==> src/rtl/mfs_pkg.sv <==
// Shared types, constants and helpers for the multilevel feedback scheduler.
package mfs_pkg;

    localparam int NUM_LEVELS_DEF  = 4;
    localparam int LEVEL_DEPTH_DEF = 16;
    localparam int PID_BITS_DEF    = 8;

    localparam int PID_W     = 8;
    localparam int LEVEL_W   = 2;
    localparam int QUANTUM_W = 3;

    localparam int LVL_MAX_W = 3;
    localparam int PID_MAX_W = 16;

    localparam int QUANTUM_CAP_LEVEL = 3;
    localparam logic [QUANTUM_W-1:0] QUANTUM_MAX = 3'd7;

    typedef enum logic {
        REQ_ADMIT = 1'b0,
        REQ_TICK  = 1'b1
    } req_type_t;

    typedef struct packed {
        logic                 push_en;
        logic [LVL_MAX_W-1:0] push_lvl;
        logic [PID_MAX_W-1:0] push_pid;
        logic                 pop_en;
    } q_req_t;

    typedef struct packed {
        logic                 push_full;
        logic                 disp_valid;
        logic [LVL_MAX_W-1:0] disp_lvl;
        logic [PID_MAX_W-1:0] disp_pid;
    } q_status_t;

    function automatic logic [QUANTUM_W-1:0] quantum_for(input int lvl);
        logic [QUANTUM_W-1:0] q;
        if (lvl >= QUANTUM_CAP_LEVEL) begin
            q = QUANTUM_MAX;
        end else begin
            q = QUANTUM_W'((1 << lvl) - 1);
        end
        return q;
    endfunction

endpackage

==> src/rtl/mfs_ram.sv <==
// Generic single-write, single-read RAM with registered read data.
module mfs_ram #(
    parameter int WIDTH = 8,
    parameter int DEPTH = 64,
    localparam int ADDR_BITS = (DEPTH > 1) ? $clog2(DEPTH) : 1
) (
    input  logic                 aclk,
    input  logic                 we,
    input  logic [ADDR_BITS-1:0] waddr,
    input  logic [WIDTH-1:0]     wdata,
    input  logic                 re,
    input  logic [ADDR_BITS-1:0] raddr,
    output logic [WIDTH-1:0]     rdata
);

    logic [WIDTH-1:0] mem_reg [DEPTH];
    logic [WIDTH-1:0] rdata_reg;

    always_ff @(posedge aclk) begin
        if (we) begin
            mem_reg[waddr] <= wdata;
        end
        if (re) begin
            rdata_reg <= mem_reg[raddr];
        end
    end

    assign rdata = rdata_reg;

endmodule

==> src/rtl/mfs_queues.sv <==
// Per-level pid FIFOs with head registers, a shared RAM and the dispatch priority encoder.
module mfs_queues
    import mfs_pkg::*;
#(
    parameter int NUM_LEVELS  = NUM_LEVELS_DEF,
    parameter int LEVEL_DEPTH = LEVEL_DEPTH_DEF,
    parameter int PID_BITS    = PID_BITS_DEF
) (
    input  logic      aclk,
    input  logic      aresetn,
    input  q_req_t    req,
    output q_status_t status
);

    localparam int LVL_BITS  = (NUM_LEVELS > 1) ? $clog2(NUM_LEVELS) : 1;
    localparam int SLOT_BITS = (LEVEL_DEPTH > 1) ? $clog2(LEVEL_DEPTH) : 1;
    localparam int SUM_BITS  = SLOT_BITS + 1;
    localparam int CNT_BITS  = $clog2(LEVEL_DEPTH + 1);
    localparam int MEM_DEPTH = NUM_LEVELS * LEVEL_DEPTH;
    localparam int ADDR_BITS = (MEM_DEPTH > 1) ? $clog2(MEM_DEPTH) : 1;

    logic [SLOT_BITS-1:0] head_slot_reg [NUM_LEVELS];
    logic [SLOT_BITS-1:0] head_slot_next [NUM_LEVELS];
    logic [CNT_BITS-1:0]  count_reg [NUM_LEVELS];
    logic [CNT_BITS-1:0]  count_next [NUM_LEVELS];
    logic [PID_BITS-1:0]  head_pid_reg [NUM_LEVELS];
    logic [PID_BITS-1:0]  head_pid_next [NUM_LEVELS];
    logic                 fill_pending_reg;
    logic                 fill_pending_next;
    logic [LVL_BITS-1:0]  fill_lvl_reg;
    logic [LVL_BITS-1:0]  fill_lvl_next;

    logic [PID_BITS-1:0]  eff_head [NUM_LEVELS];
    logic [CNT_BITS-1:0]  cnt_post [NUM_LEVELS];

    logic [LVL_BITS-1:0]  push_lvl;
    logic [PID_BITS-1:0]  push_pid;
    logic                 push_full;
    logic                 push_ok;
    logic                 disp_found;
    logic [LVL_BITS-1:0]  disp_lvl;
    logic [PID_BITS-1:0]  disp_pid;
    logic                 pop_ok;
    logic                 need_fill;

    logic [SUM_BITS-1:0]  wsum;
    logic [SLOT_BITS-1:0] wslot;
    logic [SLOT_BITS-1:0] next_slot;
    logic [ADDR_BITS-1:0] waddr;
    logic [ADDR_BITS-1:0] raddr;
    logic [PID_BITS-1:0]  rdata;

    assign push_lvl  = req.push_lvl[LVL_BITS-1:0];
    assign push_pid  = req.push_pid[PID_BITS-1:0];
    assign push_full = (count_reg[push_lvl] == CNT_BITS'(LEVEL_DEPTH));
    assign push_ok   = req.push_en && !push_full;

    always_comb begin
        for (int l = 0; l < NUM_LEVELS; l++) begin
            eff_head[l] = (fill_pending_reg && (fill_lvl_reg == LVL_BITS'(l))) ?
                          rdata : head_pid_reg[l];
            cnt_post[l] = count_reg[l] +
                          CNT_BITS'(push_ok && (push_lvl == LVL_BITS'(l)));
        end
    end

    always_comb begin
        disp_found = 1'b0;
        disp_lvl   = '0;
        for (int l = 0; l < NUM_LEVELS; l++) begin
            if (!disp_found && (cnt_post[l] != '0)) begin
                disp_found = 1'b1;
                disp_lvl   = LVL_BITS'(l);
            end
        end
    end

    // The pushed pid passes straight through when its level was empty.
    assign disp_pid = (push_ok && (push_lvl == disp_lvl) && (count_reg[disp_lvl] == '0)) ?
                      push_pid : eff_head[disp_lvl];
    assign pop_ok    = req.pop_en && disp_found;
    assign need_fill = pop_ok && (count_reg[disp_lvl] >= CNT_BITS'(2));

    assign wsum  = SUM_BITS'(head_slot_reg[push_lvl]) + SUM_BITS'(count_reg[push_lvl]);
    assign wslot = (wsum >= SUM_BITS'(LEVEL_DEPTH)) ?
                   SLOT_BITS'(wsum - SUM_BITS'(LEVEL_DEPTH)) : SLOT_BITS'(wsum);
    assign next_slot = (head_slot_reg[disp_lvl] == SLOT_BITS'(LEVEL_DEPTH - 1)) ?
                       '0 : head_slot_reg[disp_lvl] + SLOT_BITS'(1);
    assign waddr = ADDR_BITS'(int'(push_lvl) * LEVEL_DEPTH + int'(wslot));
    assign raddr = ADDR_BITS'(int'(disp_lvl) * LEVEL_DEPTH + int'(next_slot));

    always_comb begin
        for (int l = 0; l < NUM_LEVELS; l++) begin
            count_next[l]     = cnt_post[l] -
                                CNT_BITS'(pop_ok && (disp_lvl == LVL_BITS'(l)));
            head_slot_next[l] = (pop_ok && (disp_lvl == LVL_BITS'(l))) ?
                                next_slot : head_slot_reg[l];
            head_pid_next[l]  = eff_head[l];
            if (push_ok && (push_lvl == LVL_BITS'(l)) &&
                ((count_reg[l] == '0) ||
                 ((count_reg[l] == CNT_BITS'(1)) && pop_ok &&
                  (disp_lvl == LVL_BITS'(l))))) begin
                head_pid_next[l] = push_pid;
            end
        end
        fill_pending_next = need_fill;
        fill_lvl_next     = disp_lvl;
    end

    always_ff @(posedge aclk) begin
        if (!aresetn) begin
            for (int l = 0; l < NUM_LEVELS; l++) begin
                count_reg[l]     <= '0;
                head_slot_reg[l] <= '0;
            end
            fill_pending_reg <= 1'b0;
        end else begin
            count_reg        <= count_next;
            head_slot_reg    <= head_slot_next;
            fill_pending_reg <= fill_pending_next;
        end
        head_pid_reg <= head_pid_next;
        fill_lvl_reg <= fill_lvl_next;
    end

    mfs_ram #(
        .WIDTH (PID_BITS),
        .DEPTH (MEM_DEPTH)
    ) u_store (
        .aclk  (aclk),
        .we    (push_ok),
        .waddr (waddr),
        .wdata (push_pid),
        .re    (need_fill),
        .raddr (raddr),
        .rdata (rdata)
    );

    assign status.push_full  = push_full;
    assign status.disp_valid = disp_found;
    assign status.disp_lvl   = LVL_MAX_W'(disp_lvl);
    assign status.disp_pid   = PID_MAX_W'(disp_pid);

    // A pending head refill always targets a level that still holds entries.
    a_fill_nonempty: assert property (@(posedge aclk) disable iff (!aresetn)
        fill_pending_reg |-> (count_reg[fill_lvl_reg] != '0))
        else $error("head refill pending on an empty level");

    // A successful push leaves its level non-empty.
    a_push_nonempty: assert property (@(posedge aclk) disable iff (!aresetn)
        (push_ok && !pop_ok) |=> (count_reg[$past(push_lvl)] != '0))
        else $error("level empty after push");

    // A lone pop lowers the count of its level by exactly one.
    a_pop_count: assert property (@(posedge aclk) disable iff (!aresetn)
        (pop_ok && !push_ok) |=>
        (count_reg[$past(disp_lvl)] == $past(count_reg[disp_lvl]) - CNT_BITS'(1)))
        else $error("pop did not lower level count by one");

endmodule

==> src/rtl/multilevel_feedback_scheduler_core.sv <==
// Top level: running-process control, admit/tick decoding and the result register.
// The result of an item is registered and shown in the cycle after it is accepted.
// Throughput: one admit or tick item per cycle, sustained; the input stalls only while a result waits.
// A dispatch reads the head register of the chosen level; the RAM refills it in the cycle after the dispatch.
// Reset is synchronous and active low: all level queues empty, no process running, no result.
// The pid store is not cleared by reset; entries are only read after they are written.
module multilevel_feedback_scheduler_core
    import mfs_pkg::*;
#(
    parameter int NUM_LEVELS  = NUM_LEVELS_DEF,
    parameter int LEVEL_DEPTH = LEVEL_DEPTH_DEF,
    parameter int PID_BITS    = PID_BITS_DEF
) (
    input  logic                 aclk,
    input  logic                 aresetn,

    input  logic                 s_valid,
    output logic                 s_ready,
    input  logic                 s_req_type,
    input  logic [PID_W-1:0]     s_proc_id,
    input  logic [LEVEL_W-1:0]   s_admit_level,
    input  logic                 s_run_done,
    input  logic                 s_run_blocked,

    output logic                 m_valid,
    input  logic                 m_ready,
    output logic                 m_run_valid,
    output logic [PID_W-1:0]     m_run_pid,
    output logic [LEVEL_W-1:0]   m_run_level,
    output logic [QUANTUM_W-1:0] m_quantum_left,
    output logic                 m_new_dispatch,
    output logic [LEVEL_W-1:0]   m_outgoing_level,
    output logic                 m_queue_overflow
);

    localparam int LVL_BITS = (NUM_LEVELS > 1) ? $clog2(NUM_LEVELS) : 1;

    logic                 present_reg, present_next;
    logic [PID_BITS-1:0]  run_id_reg, run_id_next;
    logic [LVL_BITS-1:0]  run_lvl_reg, run_lvl_next;
    logic [QUANTUM_W-1:0] quantum_reg, quantum_next;

    logic                 m_valid_reg, m_valid_next;
    logic                 m_run_valid_reg;
    logic [PID_W-1:0]     m_run_pid_reg;
    logic [LEVEL_W-1:0]   m_run_level_reg;
    logic [QUANTUM_W-1:0] m_quantum_left_reg;
    logic                 m_new_dispatch_reg;
    logic [LEVEL_W-1:0]   m_outgoing_level_reg;
    logic                 m_queue_overflow_reg;

    logic                 accept;
    logic                 is_tick;
    logic [LVL_BITS-1:0]  in_lvl;
    logic [LVL_BITS-1:0]  demoted_lvl;
    logic                 leave;
    logic                 stay;
    logic [LVL_BITS-1:0]  out_lvl;
    logic                 new_disp;
    logic                 ovf;
    logic [LVL_BITS-1:0]  disp_lvl;

    q_req_t               q_req;
    q_status_t            q_status;

    assign s_ready = !m_valid_reg || m_ready;
    assign accept  = s_valid && s_ready;
    assign is_tick = (s_req_type == REQ_TICK);

    assign in_lvl = (int'(s_admit_level) > NUM_LEVELS - 1) ?
                    LVL_BITS'(NUM_LEVELS - 1) : LVL_BITS'(s_admit_level);
    assign demoted_lvl = (int'(run_lvl_reg) < NUM_LEVELS - 1) ?
                         run_lvl_reg + LVL_BITS'(1) : run_lvl_reg;
    assign disp_lvl = q_status.disp_lvl[LVL_BITS-1:0];

    always_comb begin
        q_req.push_en  = 1'b0;
        q_req.push_lvl = LVL_MAX_W'(in_lvl);
        q_req.push_pid = PID_MAX_W'(PID_BITS'(s_proc_id));
        leave          = 1'b0;
        stay           = 1'b0;
        out_lvl        = '0;
        if (!is_tick) begin
            q_req.push_en = accept;
        end else if (!present_reg) begin
            leave = 1'b1;
        end else begin
            priority if (s_run_done) begin
                out_lvl = run_lvl_reg;
                leave   = 1'b1;
            end else if (quantum_reg == '0) begin
                out_lvl        = demoted_lvl;
                leave          = 1'b1;
                q_req.push_en  = accept && !s_run_blocked;
                q_req.push_lvl = LVL_MAX_W'(demoted_lvl);
                q_req.push_pid = PID_MAX_W'(run_id_reg);
            end else if (s_run_blocked) begin
                out_lvl = run_lvl_reg;
                leave   = 1'b1;
            end else begin
                stay = 1'b1;
            end
        end
        q_req.pop_en = accept && leave;
    end

    assign new_disp = leave && q_status.disp_valid;
    assign ovf      = q_req.push_en && q_status.push_full;

    always_comb begin
        present_next = present_reg;
        run_id_next  = run_id_reg;
        run_lvl_next = run_lvl_reg;
        quantum_next = quantum_reg;
        if (accept && is_tick) begin
            if (stay) begin
                quantum_next = quantum_reg - QUANTUM_W'(1);
            end else if (q_status.disp_valid) begin
                present_next = 1'b1;
                run_id_next  = q_status.disp_pid[PID_BITS-1:0];
                run_lvl_next = disp_lvl;
                quantum_next = quantum_for(int'(disp_lvl));
            end else begin
                present_next = 1'b0;
                run_id_next  = '0;
                run_lvl_next = '0;
                quantum_next = '0;
            end
        end
    end

    always_comb begin
        m_valid_next = m_valid_reg;
        if (accept) begin
            m_valid_next = 1'b1;
        end else if (m_ready) begin
            m_valid_next = 1'b0;
        end
    end

    always_ff @(posedge aclk) begin
        if (!aresetn) begin
            present_reg <= 1'b0;
            run_id_reg  <= '0;
            run_lvl_reg <= '0;
            quantum_reg <= '0;
            m_valid_reg <= 1'b0;
        end else begin
            present_reg <= present_next;
            run_id_reg  <= run_id_next;
            run_lvl_reg <= run_lvl_next;
            quantum_reg <= quantum_next;
            m_valid_reg <= m_valid_next;
        end
        if (accept) begin
            m_run_valid_reg      <= present_next;
            m_run_pid_reg        <= PID_W'(run_id_next);
            m_run_level_reg      <= LEVEL_W'(run_lvl_next);
            m_quantum_left_reg   <= quantum_next;
            m_new_dispatch_reg   <= is_tick && new_disp;
            m_outgoing_level_reg <= LEVEL_W'(out_lvl);
            m_queue_overflow_reg <= ovf;
        end
    end

    mfs_queues #(
        .NUM_LEVELS  (NUM_LEVELS),
        .LEVEL_DEPTH (LEVEL_DEPTH),
        .PID_BITS    (PID_BITS)
    ) u_queues (
        .aclk    (aclk),
        .aresetn (aresetn),
        .req     (q_req),
        .status  (q_status)
    );

    assign m_valid          = m_valid_reg;
    assign m_run_valid      = m_run_valid_reg;
    assign m_run_pid        = m_run_pid_reg;
    assign m_run_level      = m_run_level_reg;
    assign m_quantum_left   = m_quantum_left_reg;
    assign m_new_dispatch   = m_new_dispatch_reg;
    assign m_outgoing_level = m_outgoing_level_reg;
    assign m_queue_overflow = m_queue_overflow_reg;

    // With no process running, the running-process registers hold zero.
    a_idle_clear: assert property (@(posedge aclk) disable iff (!aresetn)
        !present_reg |-> ((run_id_reg == '0) && (run_lvl_reg == '0) && (quantum_reg == '0)))
        else $error("idle scheduler holds stale running state");

    // An accepted item always leaves a result in the output register.
    a_result_follows: assert property (@(posedge aclk) disable iff (!aresetn)
        accept |=> m_valid_reg)
        else $error("accepted item produced no result");

    // A new dispatch is always reported together with a running process.
    a_dispatch_runs: assert property (@(posedge aclk) disable iff (!aresetn)
        (m_valid_reg && m_new_dispatch_reg) |-> m_run_valid_reg)
        else $error("dispatch reported without a running process");

endmodule
==> config.mk <==
export PLATFORM = sky130hd
export DESIGN_NAME = multilevel_feedback_scheduler_core
export DESIGN_NICKNAME = d
export VERILOG_FILES = /design/src/rtl/mfs_pkg.sv /design/src/rtl/mfs_ram.sv /design/src/rtl/mfs_queues.sv /design/src/rtl/multilevel_feedback_scheduler_core.sv
export SDC_FILE = /design/constraint.sdc
export NUM_CORES = 1
export LEC_CHECK = 0
export ABC_AREA = 1
export BUFFER_PORTS_ARGS = -buffer_cell sky130_fd_sc_hd__buf_2
export CAP_MARGIN = 20
export CELL_PAD_IN_SITES_DETAIL_PLACEMENT = 1
export CELL_PAD_IN_SITES_GLOBAL_PLACEMENT = 2
export CORE_ASPECT_RATIO = 1.25
export CORE_UTILIZATION = 25
export CTS_CLUSTER_SIZE = 16
export DETAILED_ROUTE_END_ITERATION = 10
export PLACE_DENSITY = 0.56
export SLEW_MARGIN = 10
export SYNTH_ARGS = -nofsm -noshare
export SYNTH_HDL_FRONTEND = slang
export SYNTH_SLANG_ARGS = --single-unit
==> constraint.sdc <==
create_clock -name aclk -period 14.9 [get_ports aclk]
set_clock_uncertainty 0.2 [all_clocks]
set_input_delay 1.49 -clock aclk [delete_from_list [all_inputs] [get_ports aclk]]
set_output_delay 1.49 -clock aclk [all_outputs]
set_load 0.02 [all_outputs]
# Word-level counts from Yosys, hierarchy flattened
# Memories as Yosys holds them, arrays and structs flattened. A register that Yosys moved wholly into a read port is not among the register bits.
# Cells that the tools add are included.
# W data, S select, Z words.
[op_classes]
muxes = 69
bitwise = 2
addsub = 16
n_eq_ne = 16
magnitude_cmp = 6
n_reduce_logical = 65
n_shift = 1
[op_table]
columns = ["cell", "n"]
rows = [
  ["$mux W8", 14],
  ["$mux W20", 3],
  ["$logic_and A1 B1 Y1", 39],
  ["$logic_not A5 Y1", 5],
  ["$mux W4", 6],
  ["$mux W1", 23],
  ["$add A5 B1 Y5", 4],
  ["$bmux W5 S2", 2],
  ["$eq A5 B1 Y1 const B", 4],
  ["$mux W5", 4],
  ["$reduce_bool A5 Y1", 4],
  ["$sub A5 B1 Y5", 4],
  ["$mux W18", 1],
  ["$mux W2", 9],
  ["$bmux W4 S2", 2],
  ["$bmux W8 S2", 1],
  ["$add A6 B4 Y6", 2],
  ["$eq A2 B2 Y1 const B", 6],
  ["$mux W3", 4],
  ["$eq A2 B1 Y1 const B", 3],
  ["$ge A3 B3 Y1 const B", 2],
  ["$logic_not A1 Y1", 6],
  ["$logic_not A2 Y1", 3],
  ["$not A2 Y3", 2],
  ["18 further kinds", 22],
]
[totals]
reg_bits = 104
in_bits = 17
ram_bits = 512
mem_count = 1
[memory_table]
columns = ["name", "words", "word_bits", "read_ports", "rd_ports_with_merged_regs", "write_ports", "line_no", "rtl"]
rows = [
  ["u_queues.u_store.mem_reg", 64, 8, 1, 1, 1, "mfs_ram.sv:16", "logic [WIDTH-1:0] mem_reg [DEPTH];"],
]

# Logic depth before layout (Yosys ltp)
# Gate-level depths: netlist of the first run.
[logic_depth]
word_depth = 38
depth_mapped = 45
ltp_nobuf = 43

# Hierarchy
# Synthesis of the first run repeated with hierarchy kept, for this count alone.
[hier_totals]
cells_unflattened = 2685
area_unflattened_um2 = 27720.3
[by_module_without_submodules]
columns = ["module", "cells_per_inst", "area_each_um2", "n_inst"]
rows = [
  ["mfs_ram", 1805, 21419.3, 1],
  ["mfs_queues", 678, 4600.7, 1],
  ["multilevel_feedback_scheduler_core", 202, 1700.4, 1],
]

# Least setup slack after synthesis of the first run
# Ideal clock, no wire load.
[synth_timing]
kind = "input -> register"
from = "in s_req_type"
to = "reg u_queues.u_store.rdata_reg[2] (netlist: u_queues.u_store.rdata[2]), read port of u_queues.u_store.mem_reg (data pin)"
path_stages = 37
path_slack_ns = 8.693
t_arrival_ns = 5.877
required_ns = 14.570
path_cell_list = "nand2_1 inv_1 nand2_2 buf_4 o21ai_4 nor2_2 inv_2 o22ai_1 nor3_1 nand4_1 nand2_2 nor2_1 ha_1 ha_1 inv_1 nand2_1 nor2_1 nand2_1 nor2_4 nand2_2 nand2_2 nand2_4 or2_1 nand2_2 inv_2 ha_1 clkinv_1 clkbuf_1 clkbuf_1 nand2_1 nand3_1 nand3_1 nand2_1 nand2_1 nand2_1 inv_1 nand2_1"
[synth_between]
elab_chain_cells = 28
[synth_lines]
columns = ["element", "line_no", "rtl"]
rows = [
  ["start, declared", "multilevel_feedback_scheduler_core.sv:19", "input logic s_req_type,"],
  ["$mux W18", "multilevel_feedback_scheduler_core.sv:83", "if (!is_tick) begin"],
  ["$not A2 Y3 (implied by the code)", "mfs_queues.sv:55", "assign push_full = (count_reg[push_lvl] == CNT_BITS'(LEVEL_DEPTH));"],
  ["$bmux W5 S2", "mfs_queues.sv:55", ""],
  ["$mux W5 (implied by the code) (2 in a row)", "mfs_queues.sv:55", ""],
  ["$eq A5 B5 Y1", "mfs_queues.sv:55", ""],
  ["$logic_not A1 Y1", "mfs_queues.sv:56", "assign push_ok = req.push_en && !push_full;"],
  ["$logic_and A1 B1 Y1", "mfs_queues.sv:56", ""],
  ["$logic_and A1 B1 Y1", "mfs_queues.sv:63", "CNT_BITS'(push_ok && (push_lvl == LVL_BITS'(l)));"],
  ["[... 11 more ...]", "-", ""],
  ["$mux W2 *", "mfs_queues.sv:71", "if (!disp_found && (cnt_post[l] != '0)) begin"],
  ["$not A2 Y3 (implied by the code) *", "mfs_queues.sv:87, mfs_queues.sv:88", ""],
  ["$bmux W4 S2 *", "mfs_queues.sv:87, mfs_queues.sv:88", ""],
  ["$mux W4 (implied by the code) * (2 in a row)", "mfs_queues.sv:87, mfs_queues.sv:88", ""],
  ["$add A4 B1 Y4 or $eq A4 B4 Y1 (tied branches)", "mfs_queues.sv:88, mfs_queues.sv:87", ""],
  ["$mux W4 *", "mfs_queues.sv:87", "assign next_slot = (head_slot_reg[disp_lvl] == SLOT_BITS'(LEVEL_DEPTH - 1)) ?"],
  ["net u_queues.next_slot[1]", "mfs_queues.sv:48", "logic [SLOT_BITS-1:0] next_slot;"],
  ["$add A6 B4 Y6 *", "mfs_queues.sv:90", "assign raddr = ADDR_BITS'(int'(disp_lvl) * LEVEL_DEPTH + int'(next_slot));"],
  ["end, declared", "mfs_ram.sv:17", "logic [WIDTH-1:0] rdata_reg;"],
]
# The timed path passes the listed nets; every way through them passes the cells marked *. The select of a mux whose other input is x is not followed.
# A chain may end at the register's enable or synchronous reset.

# Worst setup path after layout of the first run
[layout_timing]
from = "in s_req_type"
to = "reg u_queues.u_store.rdata_reg[7] (netlist: u_queues.u_store.rdata[7]), read port of u_queues.u_store.mem_reg (data pin)"
[layout_between]
elab_chain_cells = 28
[layout_lines]
columns = ["element", "line_no"]
rows = [
  ["$mux W18", "multilevel_feedback_scheduler_core.sv:83"],
  ["$not A2 Y3 (implied by the code)", "mfs_queues.sv:55"],
  ["$bmux W5 S2", "mfs_queues.sv:55"],
  ["$mux W5 (implied by the code) (2 in a row)", "mfs_queues.sv:55"],
  ["$eq A5 B5 Y1", "mfs_queues.sv:55"],
  ["$logic_not A1 Y1", "mfs_queues.sv:56"],
  ["$logic_and A1 B1 Y1", "mfs_queues.sv:56"],
  ["$logic_and A1 B1 Y1", "mfs_queues.sv:63"],
  ["[... 10 more ...]", "-"],
  ["$logic_and A1 B1 Y1", "mfs_queues.sv:71"],
  ["$mux W2", "mfs_queues.sv:71"],
  ["$not A2 Y3 (implied by the code)", "mfs_queues.sv:82, mfs_queues.sv:87, mfs_queues.sv:88"],
  ["$bmux W4 S2", "mfs_queues.sv:87, mfs_queues.sv:88"],
  ["$mux W4 (implied by the code) (2 in a row)", "mfs_queues.sv:87, mfs_queues.sv:88"],
  ["$add A4 B1 Y4 or $eq A4 B4 Y1 (tied branches)", "mfs_queues.sv:88, mfs_queues.sv:87"],
  ["$mux W4", "mfs_queues.sv:87"],
  ["$add A6 B4 Y6", "mfs_queues.sv:90"],
]
# Several ways; a longest one is shown, not always the timed one. The select of a mux whose other input is x is not followed.

==> flow_summary_export.csv, run 1 <==
group,metric,value,unit
worst_setup_path,path_depth,39,
place,port_buffers,36,
routing,drt_first_pass_iters,7,
clock_tree,cts-hold-fix-buffers,0,
sta,slew_headroom,0.215,
global_route,grt_util_all_layers,0.175,
routing,detail-route-antenna-nets,0,
synth,synth-edff-count,538,
synth,ys_warn_count,0,
floorplan,io_pins,37,
routing,via_per_inst,4.68,
clock_tree,cts_buffers,72,
sta,max_freq,101,MHz
synth,syn_inst,2943,
floorplan,die_y,378,um
floorplan,die_width,303,um
worst_setup_path,critPathLaunch,"s_req_type",
sta,finalSetupViolCount,0,
cells_and_area,n_antenna_cell,0,
clock_tree,clockBufferDepth,3,
worst_setup_path,cp_common_cell,"nand2_1",
global_route,grt_pass1_vias,21961,
synth,ys_top_cells_by_count,"nand2_1, nand3_1, edfxtp_1, inv_1, nor2_1",
hold_path,hold_depth,2,
cells_and_area,largest_register_ff_count,512,
sta,hold_violations,0,
floorplan,die-area,115000,um^2
synth,syn_area,28300,um^2
place,dp_hpwl,60800,um
synth,syn_nets,2983,
floorplan,start_util,0.253,
cells_and_area,drive_above_1_share,0.0793,
routing,drc,0,
sta,period_share,0.668,
cells_and_area,fillCellCount,12774,
routing,vias,20803,
clock_tree,cts_tree,"yes",
sta,tightest_slew,1170,ps
clock_tree,h-tree-depth,3,
floorplan,num_rows,137,
cells_and_area,post-route-util,0.288,
worst_setup_path,required,15080,ps
routing,drt_wl_total,99700,um
synth,yosysSeqAreaShare,0.631,
worst_setup_path,path_class,"input port to register",
routing,avgRoutedWirePerCell,22.4,um
clock_tree,path_clk_slew,60,ps
global_route,grt_pass1_wl,148000,um
synth,ys.flop_type,"edfxtp_1",
clock_tree,cts_resized,0,
cells_and_area,fin_cells,4446,
clock_tree,insertion_delay,660,ps
synth,netlist-cell-type-count,49,
worst_setup_path,crit_family,"simple AND/OR/NAND/NOR gates",
worst_setup_path,crit_buf_inv,7,
outcome,status,"finished clean",
worst_setup_path,r2r_cells,40,
run,drv_cap,0,
hold_path,hp-class,"register to register",
cells_and_area,finalNetCount,2968,
worst_setup_path,r2r-start,"quantum_reg[0]$_SDFF_PN0_",
worst_setup_path,crit_arrival,10130,ps
synth,ys_async_sr_fraction,0,
place,dp_cells,4313,
clock_tree,post_cts_buffers,0,
place,gp_congestion,0.824,
global_route,antenna_found_initial,1,
sta,tns,0,ps
worst_setup_path,cp-end-kind,"register",
sta,finalCriticalPeriod,9950,ps
clock_tree,cts-root-buf,"clkbuf_16",
sta,rsz0062_at_grt,"false",
worst_setup_path,startpoint_type,"input port",
routing,drt_iter0_drc,1148,
floorplan,coreArea,112000,um^2
worst_setup_path,worstPathMaxFanout,149,
global_route,overflow,0,
synth,synth.largest_area_cell,"edfxtp_1",
hold_path,min_from,"run_id_reg[6]$_SDFF_PN0_",
global_route,grt_max_degree,150,
cells_and_area,area.growth.synth_to_final,13.6,%
synth,yosys-top-cells-area,"edfxtp_1, nand2_1, nand3_1",
worst_setup_path,cp_slowest_stage_delay,880,ps
synth,ys_ff_latch,624,
synth,synth_area_per_cell,9.63,um^2
synth,post-synth-top-area-fraction,0.570,
worst_setup_path,cp_slowest_cell,"nand2_8",
synth,synth.most_common_cell,"nand2_1",
sta,report.final.slew_viol_count,0,
clock_tree,numClockSinks,624,
==> cell usage in the layout (no fill, tap or decap), types with 3 or more instances in the layout <==
cell type   count
a211oi_1        5
a21oi_1        68
a221oi_1        6
buf_2          36
buf_4          26
bufinv_16       6
clkbuf_1       19
clkbuf_16      74
clkinv_1       12
clkinv_2       14
clkinvlp_4      3
dfxtp_1        86
edfxtp_1      538
ha_1           21
inv_1         265
inv_2          18
inv_6           3
nand2_1       886
nand2_2         7
nand3_1       561
nand4_1        10
nor2_1        144
nor2_2          6
nor2_4          6
nor3_1          5
o21ai_0        69
o21ai_1        14
o22ai_1        19
or2_2          15
xor2_1          4
==> cell type report <==
| cell class | count | area, um^2 | share of cell area |
|---|---|---|---|
| Multi-Input combinational cell | 1879 | 8670 | 0.269 |
| Sequential cell | 624 | 17900 | 0.555 |
| Timing Repair Buffer | 63 | 395 | 0.0123 |
| Inverter | 288 | 1090 | 0.0338 |
| Clock inverter | 40 | 402 | 0.0125 |
| Clock buffer | 93 | 1920 | 0.0598 |
| Tap cell | 1459 | 1830 | 0.0567 |
==> path summary, 6_finish.rpt <==
check,endpoint,slack [ps]
worst max-delay path,u_queues.u_store.rdata[7]$_DFFE_PP_,4950
worst min-delay path,run_id_reg[6]$_SDFF_PN0_,290
worst max register to register,u_queues.u_store.rdata[7]$_DFFE_PP_,5240
worst min register to register,run_id_reg[6]$_SDFF_PN0_,290
==> per-stage QoR <==
step	setup WS (ps)	instance area [um^2]	hold WS [ps]
final	4950	32200	291
after global routing	4150	32200	307
after CTS	4870	32200	294
after detailed placement	4150	29900	284
after global placement	4380	29900	275
after floorplan	8690	28300	264
==> worst reg2reg max path, delay by kind of cell (launching register included) <==
family                     cells  cell delay (ps)
and+or+nand+nor               29             6230
buffers and inverters          6             1440
adders and majority gates      4              910
DFF                            1              360
AOI/OAI and AO/OA              1              230
==> routing by layer <==
layer | share of wire | vias up | track usage
met4 | 0.032 | 2 | 0.0651
met1 | 0.43 | 10494 | 0.211
li1 | - | 9872 | -
met3 | 0.027 | 141 | 0.0208
met2 | 0.51 | 294 | 0.314
met5 | 0.00013 | - | 0
==> kinds of logic (layout without fill, tap and decap cells) <==
group	Yosys count	count (layout)	share of synthesized area
compound gates	195	195	0.0390
mux	2	2	0.000707
simple gates	1652	1652	0.252
flops	624	624	0.631
fa+ha+maj	23	23	0.0104
xor+xnor	7	7	0.00243
buf+inv	440	484	0.0648
Power of run 1 is left out: the tool's default activity adds up to more than one toggle a clock period on the data nets, which glitch-free logic cannot reach.
==> inputs of run 2 (changes only) <==
- clock period: 14.9 -> 9.7 ns (I/O delays scaled with it)
==> flow_summary_export.csv, run 2 (synthesis gave the netlist of run 1 again) <==
group,metric,value,unit
sta,max_freq,124,MHz
floorplan,coreArea,112000,um^2
floorplan,io_pins,37,
routing,detail-route-antenna-nets,0,
worst_setup_path,required,9900,ps
sta,slew_headroom,0.244,
floorplan,die-area,115000,um^2
cells_and_area,finalNetCount,2977,
clock_tree,h-tree-depth,3,
global_route,grt_pass1_wl,149000,um
place,port_buffers,36,
worst_setup_path,crit_family,"simple AND/OR/NAND/NOR gates",
global_route,overflow,0,
sta,finalSetupViolCount,0,
worst_setup_path,crit_buf_inv,5,
sta,rsz0062_at_grt,"false",
clock_tree,cts_tree,"yes",
worst_setup_path,cp-end-kind,"register",
clock_tree,clockBufferDepth,3,
worst_setup_path,cp_slowest_stage_delay,710,ps
global_route,grt_max_degree,143,
cells_and_area,n_antenna_cell,0,
cells_and_area,drive_above_1_share,0.0798,
floorplan,die_y,378,um
sta,tns,0,ps
cells_and_area,layout_commonest_cell,"nand2_1",
routing,drt_first_pass_iters,5,
outcome,status,"finished clean",
clock_tree,cts-hold-fix-buffers,0,
sta,period_share,0.831,
cells_and_area,area.growth.synth_to_final,13.8,%
routing,drt_wl_total,101000,um
clock_tree,post_cts_buffers,0,
clock_tree,path_clk_slew,60,ps
global_route,grt_util_all_layers,0.177,
run,drv_cap,0,
routing,vias,20846,
global_route,antenna_found_initial,0,
sta,tightest_slew,1130,ps
worst_setup_path,startpoint_type,"register",
clock_tree,cts_resized,0,
clock_tree,numClockSinks,624,
sta,hold_violations,0,
worst_setup_path,cp_common_cell,"nand2_1",
routing,via_per_inst,4.68,
sta,report.final.slew_viol_count,0,
worst_setup_path,crit_arrival,8260,ps
worst_setup_path,path_class,"register to register",
global_route,grt_pass1_vias,22281,
sta,finalCriticalPeriod,8060,ps
routing,drt_iter0_drc,1085,
floorplan,num_rows,137,
place,gp_congestion,0.805,
worst_setup_path,r2r_slack,1640,ps
floorplan,start_util,0.253,
cells_and_area,largest_register_ff_count,512,
hold_path,hp-class,"register to register",
clock_tree,insertion_delay,650,ps
routing,drc,0,
routing,avgRoutedWirePerCell,22.6,um
worst_setup_path,cp_slowest_cell,"buf_4",
clock_tree,cts-root-buf,"clkbuf_16",
cells_and_area,layout_common_cells,"nand2_1, nand3_1, edfxtp_1",
worst_setup_path,worstPathMaxFanout,67,
clock_tree,cts_buffers,72,
floorplan,die_width,303,um
place,dp_hpwl,62300,um
run 2: path summary, 6_finish.rpt:
path	from	end	depth (start not counted)
min reg2reg	run_id_reg[6]$_SDFF_PN0_	run_id_reg[6]$_SDFF_PN0_	2
max	quantum_reg[0]$_SDFF_PN0_	u_queues.u_store.rdata[7]$_DFFE_PP_	40
min	run_id_reg[6]$_SDFF_PN0_	run_id_reg[6]$_SDFF_PN0_	2
max reg2reg	quantum_reg[0]$_SDFF_PN0_	u_queues.u_store.rdata[7]$_DFFE_PP_	40
run 2: worst register-to-register path: cells and delay by family, from the launching register on:
kind | cells | cell delay (ps)
buffers and inverters | 5 | 1320
and+or+nand+nor | 30 | 4720
DFF | 1 | 360
AOI/OAI and AO/OA | 1 | 200
adders and majority gates | 4 | 1000
run 2: stage by stage:
step | hold slack, ps | cell area (um^2) | instances | util | setup slack, ps
2_1_floorplan | 264 | 28300 | 2943 | - | 4010
3_3_place_gp | 272 | 30000 | 4321 | 0.268 | 1290
3_5_place_dp | 283 | 30000 | 4322 | 0.268 | 1190
4_1_cts | 292 | 32300 | 4454 | 0.288 | 1580
5_1_grt | 317 | 32300 | 4454 | 0.288 | 989
6_report | 288 | 32300 | 4454 | 0.288 | 1640
run 2: metal layers:
metal / up-vias / GRT usage / wire [um]
li1: 9903 / - / -
met4: 0 / 0.0676 / 3490
met2: 328 / 0.316 / 51100
met5: - / 0 / 0
met3: 149 / 0.0235 / 2960
met1: 10466 / 0.213 / 43100
run 2: layout make-up:
class                      count  area, um^2
multi-input combinational   1879        8670
timing repair buffer          72         526
fill                       12730       79700
tap                         1459        1830
sequential                   624       17900
clock buffer                  92        1880
clock inverter                40         388
inverter                     288        1090
Power of run 2 is left out for the same reason.
==> inputs of run 3 (changes only) <==
- PLACE_DENSITY: 0.56 -> 0.58
- clock period: 9.7 -> 6.5 ns (I/O delays scaled with it)
==> flow_summary_export.csv, run 3 (synthesis gave the netlist of run 1 again) <==
group,metric,value,unit
outcome,status,"finished clean",
clock_tree,numClockSinks,624,
worst_setup_path,crit_arrival,6450,ps
clock_tree,clockBufferDepth,3,
hold_path,hp-class,"input port to register",
routing,via_per_inst,4.68,
worst_setup_path,path_class,"register to register",
sta,report.final.slew_viol_count,0,
cells_and_area,layout_common_cells,"nand2_1, nand3_1, edfxtp_1",
global_route,grt_pass1_vias,22322,
global_route,grt_pass1_wl,146000,um
sta,slew_headroom,0.333,
global_route,overflow,0,
cells_and_area,drive_above_1_share,0.116,
routing,drc,0,
floorplan,die_y,378,um
floorplan,die_width,303,um
floorplan,coreArea,112000,um^2
cells_and_area,fin_area,33600,um^2
routing,drt_first_pass_iters,5,
sta,finalCriticalPeriod,6260,ps
worst_setup_path,worstPathMaxFanout,10,
worst_setup_path,cp-end-kind,"register",
global_route,grt_max_degree,113,
worst_setup_path,required,6690,ps
place,dp_hpwl,62800,um
clock_tree,cts-root-buf,"clkbuf_16",
global_route,antenna_found_initial,0,
routing,vias,21229,
cells_and_area,area.growth.synth_to_final,18.5,%
worst_setup_path,startpoint_type,"register",
floorplan,num_rows,137,
cells_and_area,n_antenna_cell,0,
routing,drt_wl_total,100000,um
place,dp_cells,4377,
floorplan,io_pins,37,
clock_tree,cts_buffers,70,
place,gp_congestion,0.822,
clock_tree,cts_tree,"yes",
cells_and_area,finalNetCount,3063,
sta,period_share,0.963,
floorplan,start_util,0.253,
worst_setup_path,cp_slowest_cell,"dfxtp_1",
worst_setup_path,cp_common_cell,"nand2_1",
clock_tree,h-tree-depth,3,
cells_and_area,layout_commonest_cell,"nand2_1",
routing,detail-route-antenna-nets,0,
cells_and_area,fin_cells,4537,
global_route,grt_util_all_layers,0.171,
clock_tree,insertion_delay,650,ps
sta,tightest_slew,998,ps
worst_setup_path,cp_slowest_stage_delay,320,ps
clock_tree,path_clk_slew,60,ps
place,placed_cell_area,30600,um^2
routing,drt_iter0_drc,1125,
place,port_buffers,36,
routing,avgRoutedWirePerCell,22.1,um
run,drv_cap,0,
sta,max_freq,160,MHz
floorplan,die-area,115000,um^2
cells_and_area,largest_register_ff_count,512,
sta,finalSetupViolCount,0,
sta,hold_violations,0,
[run 3: changes by cell type in the layout (fill, tap and decap cells not counted), moves of 6 or more]
| cell | change |
|---|---|
| buf_12 | +12 |
| buf_4 | +53 |
| clkbuf_1 | -6 |
| clkbuf_16 | +10 |
| nand3_1 | -14 |
| nand3_2 | +13 |
| nor2_1 | -6 |
[run 3: path summary, 6_finish.rpt]
check / start / slack, ps / endpoint / cells past startpoint
min reg2reg: run_id_reg[6]$_SDFF_PN0_ / 290 / run_id_reg[6]$_SDFF_PN0_ / 2
max: quantum_reg[0]$_SDFF_PN0_ / 240 / u_queues.u_store.rdata[5]$_DFFE_PP_ / 44
min: m_ready / 120 / m_valid$_SDFFE_PN0P_ / 4
max reg2reg: quantum_reg[0]$_SDFF_PN0_ / 240 / u_queues.u_store.rdata[5]$_DFFE_PP_ / 44
[run 3: cell type report]
type / count / area (um^2)
inverter: 288 / 1090
fill: 12637 / 78400
clock inverter: 40 / 467
timing repair buffer: 159 / 1610
sequential: 624 / 17900
clock buffer: 87 / 1870
tap: 1459 / 1830
multi-input combinational: 1880 / 8840
[run 3: worst max-delay path, delay by kind of cell (launching register included)]
family | cells | cell delay [ps]
buffers and inverters | 9 | 1040
AOI/OAI and AO/OA | 2 | 220
and+or+nand+nor | 29 | 3440
adders and majority gates | 4 | 760
DFF | 1 | 320
[run 3: repair_timing]
action | in CTS | in global routing
hold buffers | 0 | 0
endpoints found under the setup margin | 8 | 8
resized for setup | 10 | 46
cloned | 0 | 11
buffers inserted | 8 | 14
pin swaps | 5 | 9
endpoints found under the hold margin | 0 | 0
[run 3: stage by stage]
stage / hold slack [ps] / util / setup TNS [ps] / setup WS (ps)
global placement: 272 / 0.273 / -1040 / -233
finish: 116 / 0.300 / 0 / 241
floorplan: 264 / - / 0 / 1130
CTS: 70.4 / 0.295 / 0 / 23.4
detailed placement: 285 / 0.273 / -2100 / -361
global route: 142 / 0.300 / -412 / -62.2
[run 3: metal layers]
metal  global-route usage  share of wire
met5                    0              0
met4               0.0508          0.023
met3               0.0221          0.028
met2                0.313           0.52
met1                0.206           0.43
Power of run 3 is left out for the same reason.
